### config.mk
export PLATFORM = sky130hd
export DESIGN_NAME = hmf_ctrl
export DESIGN_NICKNAME = d
export VERILOG_FILES = /design/src/sv/assert_macros.svh /design/src/sv/hmf_pkg.sv /design/src/sv/hmf_ctrl.sv
export SDC_FILE = /design/constraint.sdc
export NUM_CORES = 1
export LEC_CHECK = 0
export BUFFER_PORTS_ARGS = -buffer_cell sky130_fd_sc_hd__buf_2
export CAP_MARGIN = 0
export CORE_AREA = 2 2 39 41
export CTS_CLUSTER_SIZE = 12
export DETAILED_ROUTE_END_ITERATION = 12
export DIE_AREA = 0 0 41 43
export HOLD_SLACK_MARGIN = 0.02
export PLACE_DENSITY = 0.36
export SLEW_MARGIN = 20
export SYNTH_ARGS = -nofsm -noshare
export SYNTH_HDL_FRONTEND = slang
export SYNTH_SLANG_ARGS = --single-unit
### constraint.sdc
create_clock -name clk -period 2.4 [get_ports clk]
set_input_delay 0.24 -clock clk [delete_from_list [all_inputs] [get_ports clk]]
set_output_delay 0.24 -clock clk [all_outputs]
set_load 0.05 [all_outputs]
### src/sv/assert_macros.svh
// Assertion macros used by the RTL file that carries checks.
`ifndef ASSERT_MACROS_SVH
`define ASSERT_MACROS_SVH

// Implication checked at every rising edge of clk, off while rst_n is low.
`define ASSERT_CLK(label, prop, msg) \
    label: assert property (@(posedge clk) disable iff (!rst_n) prop) else $error(msg);

// Same check, also active during reset.
`define ASSERT_CLK_ALWAYS(label, prop, msg) \
    label: assert property (@(posedge clk) prop) else $error(msg);

`endif

### src/sv/hmf_pkg.sv
// Shared constants, state encoding and control structs for the histogram mode finder.
package hmf_pkg;

    localparam int unsigned MAX_PIXELS = 1048576;
    localparam int unsigned LEVELS     = 256;

    localparam int unsigned LEVEL_W    = 8;
    localparam int unsigned COUNT_W    = 21;
    localparam int unsigned BIN_STORE  = 256;
    localparam int unsigned IDX_W      = $clog2(BIN_STORE);

    // Bin saturation value: MAX_PIXELS unless it does not fit a bin.
    localparam logic [COUNT_W-1:0] BIN_CAP =
        (MAX_PIXELS > ((1 << COUNT_W) - 1)) ? COUNT_W'((1 << COUNT_W) - 1)
                                             : COUNT_W'(MAX_PIXELS);

    // Highest level that owns a bin; larger levels fold into it.
    localparam logic [LEVEL_W-1:0] LEVEL_TOP =
        (LEVELS > BIN_STORE) ? LEVEL_W'(BIN_STORE - 1)
                             : ((LEVELS < 1) ? LEVEL_W'(0) : LEVEL_W'(LEVELS - 1));

    localparam logic [IDX_W-1:0] IDX_LAST = IDX_W'(BIN_STORE - 1);

    typedef enum logic [2:0] {
        ST_CLEAR,
        ST_IDLE,
        ST_UPDATE,
        ST_SCAN,
        ST_FINISH,
        ST_DONE
    } hmf_state_t;

    // Controller to datapath commands.
    typedef struct packed {
        logic capture;   // latch request, read its bin
        logic bump;      // write incremented bin back
        logic sweep;     // read bin at index, write zero there, advance index
        logic cmp_arm;   // bin read by this sweep enters the max search
        logic best_init; // reset the running maximum
    } hmf_cmd_t;

    // Datapath to controller status.
    typedef struct packed {
        logic idx_last;  // sweep index at final bin
        logic last_flag; // current request is the final pixel
    } hmf_status_t;

endpackage

### src/sv/hmf_ctrl.sv
// Controller: sequences clear pass, bin update, scan-and-clear and result strobe.
module hmf_ctrl import hmf_pkg::*; (
    input  logic        clk,
    input  logic        rst_n,
    input  logic        start,
    input  hmf_status_t status,
    output hmf_cmd_t    cmd,
    output logic        busy,
    output logic        done
);

    hmf_state_t state_reg;
    hmf_state_t state_next;

    // State register; reset enters the clearing pass
    always_ff @(posedge clk or negedge rst_n)
    begin
        if (!rst_n)
        begin
            state_reg <= ST_CLEAR;
        end
        else
        begin
            state_reg <= state_next;
        end
    end

    // Next state and commands
    always_comb
    begin
        state_next = state_reg;
        cmd        = '0;
        busy       = 1'b1;
        done       = 1'b0;
        unique case (state_reg)
            ST_CLEAR:
            begin
                cmd.sweep = 1'b1;
                if (status.idx_last)
                begin
                    state_next = ST_IDLE;
                end
            end
            ST_IDLE:
            begin
                busy = 1'b0;
                if (start)
                begin
                    cmd.capture = 1'b1;
                    state_next  = ST_UPDATE;
                end
            end
            ST_UPDATE:
            begin
                cmd.bump = 1'b1;
                if (status.last_flag)
                begin
                    cmd.best_init = 1'b1;
                    state_next    = ST_SCAN;
                end
                else
                begin
                    state_next = ST_IDLE;
                end
            end
            ST_SCAN:
            begin
                cmd.sweep   = 1'b1;
                cmd.cmp_arm = 1'b1;
                if (status.idx_last)
                begin
                    state_next = ST_FINISH;
                end
            end
            ST_FINISH:
            begin
                state_next = ST_DONE;
            end
            ST_DONE:
            begin
                done       = 1'b1;
                state_next = ST_IDLE;
            end
            default:
            begin
                state_next = ST_IDLE;
            end
        endcase
    end

endmodule

==> reports/qor.yml <==
cp_data_required_time_ns: 2.16
syn_to_final_growth_pct: 38.6
synth-seq-cells: 3
startpoint_type: "register"
drt-wirelength-per-cell_um: 8.45
routed_via_density: 4.02
max_stage_delay_ns: 0.48
cp_top_family: "simple AND/OR/NAND/NOR gates"
ioPinCount: 12
cts_max_level: 1
antenna_found_initial: 0
grt_pass1_wl_um: 717
antenna_left: 0
grt_start_max_net_pins: 11
syn_area_um2: 230
cap_violations: 0
finalHoldViolations: 0
gp_congestion: 0.685
dp_hpwl_um: 345
port_buffers: 11
setup_viol: 0
drtIter0Drc: 5
start_util_pct: 16.6
wirelength_um: 448
largest_reg_flops: 3
numCtsBuffers: 3
synthesis.area_per_instance_um2: 10.0
end_kind: "output port"
fin_skew_ns: 0.00175
max-slew-margin-rel_pct: 81.8
clockBufferDepth: 2
clkSlewWorstSetupHoldPaths_ns: 0.04
cp_max_fo: 10
max_clock_freq_mhz: 584
nFillCells: 163
cpMaxStageDelayCell: "dfrtp_1"
cp.buffers_inverters: 1
yosys_warnings: 0
fin_crit_sh_pct: 71.3
grt_pass1_vias: 201
cts-root-buf: "clkbuf_4"
rsz0062_at_grt: "false"
mostFrequentLayoutCells: "buf_2 (11), nand2b_1 (3), clkbuf_4 (3), dfrtp_1 (3)"
grt_usage_pct: 6.34
finalCriticalPeriod_ns: 1.71
path_class: "register to output port"
hp-class: "input port to register"
core_area_um2: 1380
status: "finished clean"
cts_tree: "done"
layout_commonest_cell: "buf_2"
path_cells: "or3b_4, nor2_2, buf_2"
fin_nets: 43
drive_gt1_share_pct: 45.9
die_x_um: 41
dieArea_um2: 1760
cp_data_arrival_time_ns: 1.47
die_y_um: 43
yosysSeqAreaShare_pct: 32.6
drc: 0
diodes: 0
clk_latency_ns: 0.23
yosysUniqueCellTypes: 16
worst_slew_pin_slew_ns: 0.273
vias: 213
fin_tns_setup_ns: 0
clkSinkCount: 3
synth_nets: 28
rows: 14
syn_inst: 23
drt_pass1_iterations: 3
post-cts-setup-buffers: 0
grt_overflow_total: 0
slew_viol_final: 0
## final cells by class
type | count | area, um2 | share of cell area [%]
inverter | 1 | 3.75 | 1.18
clock buffer | 4 | 26.3 | 8.24
sequential | 3 | 75.1 | 23.5
timing repair buffer | 12 | 65.1 | 20.4
tap | 16 | 20.0 | 6.27
multi-input combinational | 17 | 129 | 40.4
## per-layer routing
| metal | track usage [%] | up-vias | wire [um] |
|---|---|---|---|
| li1 | - | 106 | - |
| met5 | 0 | - | 0 |
| met3 | 1.57 | 2 | 28 |
| met4 | 8.00 | 0 | 14 |
| met2 | 9.38 | 8 | 224 |
| met1 | 5.84 | 97 | 181 |
## per-stage QoR
stage	cells	utilization (%)	cell area [um2]	hold WS [ns]	setup WS, ns
final	53	23.1	319	0.273	0.689
after global routing	53	23.1	319	0.291	0.600
after CTS	53	23.1	319	0.265	0.667
after detailed placement	48	20.4	283	0.0367	0.920
after global placement	48	20.4	283	0.0381	0.939
after floorplan	23	-	230	-0.0556	0.446
## cells by family after synthesis
family	after synthesis	share of synthesized area, %
AOI/OAI and AO/OA	3	9.78
xor gates and xnor gates	1	3.81
buffers and inverters	3	11.4
DFF	3	32.6
and+or+nand+nor	13	42.4
## repair_timing
action                    CTS  global route
resized for setup           0             0
hold buffers                1             0
hold endpoints to repair    3             0
## Yosys cell counts (all sizes together)
cell type | count | area (um2)
a311oi | 1 | 8.76
inv | 1 | 3.75
a21oi | 1 | 5.00
or3b | 2 | 20.0
and3b | 2 | 17.5
dfrtp | 3 | 75.1
and2 | 1 | 6.26
buf | 2 | 22.5
a22o | 1 | 8.76
nor3b | 1 | 12.5
nand4b | 1 | 8.76
nor2 | 3 | 13.8
nand2b | 3 | 18.8
xor2 | 1 | 8.76
## worst register-to-register path, cell delays in order, from the launching register on
cell and delay (ns):
dfrtp_1 0.46, and3b_1 0.23, a22o_1 0.23
## path summary, 6_finish.rpt
kind,from,slack (ns),depth (start not counted),to
min reg2reg,state_reg[2],0.59,1,state_reg[1]
max reg2reg,state_reg[0],1.36,2,state_reg[2]
min in group asynchronous,rst_n,0.33,2,state_reg[1]
min,status[1],0.27,2,state_reg[2]
max,state_reg[0],0.69,3,cmd[4]
max in group asynchronous,rst_n,1.97,2,state_reg[2]
Power is not shown: default switching activity piles up to over one toggle a cycle in this logic, so the estimate is an artifact.
